File: src/multilevel_ready_queue_scheduler_macros.svh
// ----------------------------------------------------------------------------
// Multilevel ready-queue scheduler assertion macros
// Shared assertion forms; the module that uses them provides clk and rst_n.
// ----------------------------------------------------------------------------
`ifndef MULTILEVEL_READY_QUEUE_SCHEDULER_MACROS_SVH
`define MULTILEVEL_READY_QUEUE_SCHEDULER_MACROS_SVH

// Check that a condition holds at every clock edge out of reset
`define MLRQ_ASSERT_ALW(lbl, cond) \
    lbl: assert property (@(posedge clk) disable iff (!rst_n) (cond)) \
        else $error("mlrq: invariant violated");

// Check that a condition implies another in the same cycle
`define MLRQ_ASSERT_IMP(lbl, ante, cons) \
    lbl: assert property (@(posedge clk) disable iff (!rst_n) (ante) |-> (cons)) \
        else $error("mlrq: same-cycle implication violated");

// Check that a condition implies another in the next cycle
`define MLRQ_ASSERT_NXT(lbl, ante, cons) \
    lbl: assert property (@(posedge clk) disable iff (!rst_n) (ante) |=> (cons)) \
        else $error("mlrq: next-cycle implication violated");

`endif

File: src/mlrq_pkg.sv
// ----------------------------------------------------------------------------
// Multilevel ready-queue scheduler package
// Widths, default sizes, request and status codes and the compare unit result
// shared by the modules.
// ----------------------------------------------------------------------------
`default_nettype none

package mlrq_pkg;

    // Default sizes
    localparam int LEVELS_DEF    = 5;
    localparam int MAX_TASKS_DEF = 1024;

    // Field widths
    localparam int REQ_W  = 2;
    localparam int ID_W   = 64;
    localparam int PRIO_W = 8;
    localparam int STAT_W = 2;
    localparam int LVL_W  = 4;

    // Request kinds
    localparam logic [REQ_W-1:0] REQ_ADD    = 2'd0;
    localparam logic [REQ_W-1:0] REQ_PICK   = 2'd1;
    localparam logic [REQ_W-1:0] REQ_REMOVE = 2'd2;
    localparam logic [REQ_W-1:0] REQ_UNUSED = 2'd3;

    // Result status codes
    localparam logic [STAT_W-1:0] ST_DONE      = 2'd0;
    localparam logic [STAT_W-1:0] ST_BAD_LEVEL = 2'd1;
    localparam logic [STAT_W-1:0] ST_NOT_FOUND = 2'd2;
    localparam logic [STAT_W-1:0] ST_NONE      = 2'd3;

    // Outcome of the shared compare unit
    typedef struct packed {
        logic eq;
        logic lt;
    } cmp_res_t;

endpackage

`default_nettype wire

File: src/mlrq_cmp.sv
// ----------------------------------------------------------------------------
// Shared compare unit
// Equality and unsigned less-than on one operand pair, reused by every walk.
// ----------------------------------------------------------------------------
`default_nettype none

module mlrq_cmp (
    input  wire logic [mlrq_pkg::ID_W-1:0] a,
    input  wire logic [mlrq_pkg::ID_W-1:0] b,
    output mlrq_pkg::cmp_res_t             res
);

    // Compare the operand pair
    always_comb
    begin
        res.eq = (a == b);
        res.lt = (a < b);
    end

endmodule

`default_nettype wire
File: config.mk
export PLATFORM = sky130hd
export DESIGN_NAME = mlrq_cmp
export DESIGN_NICKNAME = d
export VERILOG_FILES = /design/src/multilevel_ready_queue_scheduler_macros.svh /design/src/mlrq_pkg.sv /design/src/mlrq_cmp.sv
export SDC_FILE = /design/constraint.sdc
export NUM_CORES = 1
export LEC_CHECK = 0
export BUFFER_PORTS_ARGS = -buffer_cell sky130_fd_sc_hd__buf_4
export CORE_MARGIN = 3
export CORE_UTILIZATION = 35
export DETAILED_ROUTE_END_ITERATION = 8
export PLACE_DENSITY = 0.72
export SETUP_SLACK_MARGIN = 0.1
export SLEW_MARGIN = 20
export SYNTH_ARGS = -nofsm -noshare
export SYNTH_HDL_FRONTEND = slang
export SYNTH_SLANG_ARGS = --single-unit
File: constraint.sdc
create_clock -name vclk -period 3.01
set_clock_uncertainty 0.15 [all_clocks]
set_input_delay 0.7525 -clock vclk [all_inputs]
set_output_delay 0.7525 -clock vclk [all_outputs]
set_load 0.01 [all_outputs]
* Yosys cells after proc, flatten, opt, wreduce, memory -nomap -nowiden *
Cells that the tools add are included.

word-level totals
  output and inout bits = 2
  register bits = 0
  ROM bits = 0
  latch bits = 0
  memories kept = 0
  RAM bits = 0
  input port bits = 128

cells by class
  muxes and demuxes = 0
  equality and inequality tests = 1
  add/subtract/negate cells = 0
  reduce and logical (&&, ||, !) cells = 0
  multiply operators = 0
  bitwise operators = 0
  shift operators = 0
  div/mod/pow operators = 0
  order comparisons = 1

operators by type and width
  kind                  count
  equality test 64 bit  1
  < comparator 64 bit   1

* Logic depth before layout (Yosys ltp) *
  depth in word-level cells = 1
  mapped depth = 7
  mapped depth without buffers = 7

* Worst setup path before layout *
Ideal clock, no wire load.

  path kind = input-to-output
  start = input b[60] (netlist name)
  end = output res[0] (netlist name)
  path buffers = 0
  path slack = 0.044 ns
  stages = 7
  data required time = 2.108 ns
  arrival time = 2.064 ns
  path through = inv_1 ha_1 and2_4 and4_1 and3_1 a2bb2oi_2 nor4_2

RTL lines
  element             line            source
  start: declaration  mlrq_cmp.sv:9   input wire logic [mlrq_pkg::ID_W-1:0] b,
  end: declaration    mlrq_cmp.sv:10  output mlrq_pkg::cmp_res_t res

==> out/summary.txt <==
core box area: 4504 sq um
Cell Area, Synth: 1689 sq um
Hold WS: 1.946 ns
Layout area overhead: 85.63%
drt pass-1 iters: 4
worst vdd ir: 79.75 uV
PwrDens: 126.2 nW/um^2
warnings from Yosys: 0
Peak Freq: 314.5 MHz
Buffers on Ports: 130
synthesized netlist cell count: 233
Worst EP arrival: 2.28 ns
kind of critical path: input port to primary output
min-delay worst type: input port to primary output
Reg area: 0 sq um
RSZ-0062 raised after global routing: true
Avg Cell Area, Syn: 7.249 sq um
placed cell count: 429
routed wire length: 5224 microns
switch share: 0.3946
Diodes inserted: 0
actual slew at the worst max-slew pin: 0.2922 ns
Slew headroom: 0.8035
full die area: 5696 sq um
DP HPWL: 4675 microns
GP Congestion: 0.7905
max incr delay on CP: 0.36 ns
Clock power frac: 0
vias: 2,120
vias in the first global route: 1,998
leakage: 1.771 nW
Site Rows: 24
Post-Syn Nets: 425
failing checks: setup timing
Die Span Y: 75.47 microns
Post-DP Area: 2917 sq um
layout cells sized above 1: 0.4868
initial antenna violation count: 0
period utilisation layout: 1.056
first-pass GRT wire length: 7734 microns
GRT Overall Usage: 0.1662
area of the multi-input gates: 1638 sq um
Max Cap Violations: 0
CP bufs+invs: 2
clkbuf count: 0
post-route worst setup slack: -0.1699 ns
Tmin final: 3.180 ns
Comb power frac: 1.000
Initial Util: 0.3750
Final setup viols: 2
Critical Path, Cell by Cell: buf_4 -> ha_1 -> nand4_2 -> nor4_2 -> nand4_1 -> a31oi_2 -> nor4_2 -> buf_4
pin count of the biggest net entering global routing: 5
nature of the critical path startpoint: input port
via density per instance: 4.907
DRC violations left: 0
Final Cell Area: 3136 sq um
Post-DRT Antenna Nets: 0
Worst EP required: 2.11 ns
DR iter-0 viols: 22
sequential area share after synthesis: 0
Seq cells: 0
Die Wd: 75.47 microns
DR WL/cell: 12.09 microns
CP delay by family, top: simple AND/OR/NAND/NOR gates
outcome: finished, violations left
fin cells: 432
Max Slew Vio Count: 0
IO Pins: 130
Sw Pwr: 0.0001561 W
share of power burned in registers: 0
CP max-delay cell: nor4_2
final hold vios: 0
Critical Path Sink Type: primary output
CP Max Fanout: 2
net count of the finished layout: 574
GRT Residual Overflow: 0
cell internal pwr: 0.0002395 W
post-synth cell types: 33
Layout fillers: 365
metal layers:
metal  track usage  share of wire  up-vias
met5             0              0        -
met4       0.01748         0.0096        0
met3       0.01319          0.078        6
met2        0.3327           0.52       78
met1        0.1950           0.39      924
li1              -              -     1112
through the flow:
step                worst slack [ns]    util  total power (W)  setup TNS (ns)
finish                       -0.1699  0.6961        0.0003956         -0.2894
global placement             -0.2495  0.6475        0.0003561         -0.3935
floorplan                     0.1076       -        0.0001734               0
CTS                          -0.1980  0.6758        0.0003844         -0.3451
detailed placement           -0.2550  0.6475        0.0003657         -0.4058
global route                 -0.3035  0.6961        0.0004469         -0.5545
power groups by stage:
stage / Combinational [W] / Clock (W) / Sequential [W]
floorplan: 0.000173 / 0 / 0
global placement: 0.000356 / 0 / 0
detailed placement: 0.000366 / 0 / 0
CTS: 0.000384 / 0 / 0
global route: 0.000447 / 0 / 0
finish: 0.000396 / 0 / 0
Yosys cell counts (all sizes together):
cell type,n,area share
nor4,3,0.019
nand2,15,0.033
nand4,16,0.067
ha,64,0.47
a31oi,2,0.0074
or4,1,0.0044
a21o,2,0.0089
a22oi,1,0.0044
a2111o,1,0.0067
inv,66,0.15
and2,1,0.0052
o22ai,1,0.0037
and3,1,0.0037
and4,1,0.0052
a2111oi,1,0.016
nor2,5,0.011
o211ai,1,0.0044
a2bb2oi,2,0.014
o21ai,9,0.027
a221oi,3,0.016
nand2b,1,0.0037
nor3,4,0.019
a21oi,24,0.073
o21a,1,0.0044
a211oi,1,0.0044
nor2b,1,0.0037
nand3,5,0.015
cells by family (layout without fill, tap and decap cells):
| family | count (synthesis) | after routing | share of synthesized area |
|---|---|---|---|
| buffers and inverters | 66 | 213 | 0.1467 |
| adders and majority gates | 64 | 64 | 0.4741 |
| and+or+nand+nor | 54 | 54 | 0.1889 |
| AOI/OAI and AO/OA | 49 | 49 | 0.1904 |
repair_timing:
item,4_1_cts,5_1_grt
setup endpoints to repair,2,2
pin swaps,16,17
resized for setup,22,21
hold buffers,0,0
buffers inserted,3,0
cell type report:
| class | instances | area share |
|---|---|---|
| tap | 52 | 0.02075 |
| multi-input combinational | 167 | 0.5223 |
| inverter | 66 | 0.08460 |
| timing repair buffer | 147 | 0.3723 |
final timing paths:
path | from | endpoint | cells after the start
max | a[30] | res[0] | 8
min | a[15] | res[0] | 6
cell usage in the layout (no fill, tap or decap), drive strengths merged:
master and count:
a2111o 1, a2111oi 1, a211oi 1, a21o 2, a21oi 24, a221oi 3
a22oi 1, a2bb2oi 2, a31oi 2, and2 1, and3 1, and4 1
buf 147, ha 64, inv 66, nand2 15, nand2b 1, nand3 5
nand4 16, nor2 5, nor2b 1, nor3 4, nor4 3, o211ai 1
o21a 1, o21ai 9, o22ai 1, or4 1
Power figures use the tool's default switching activity.
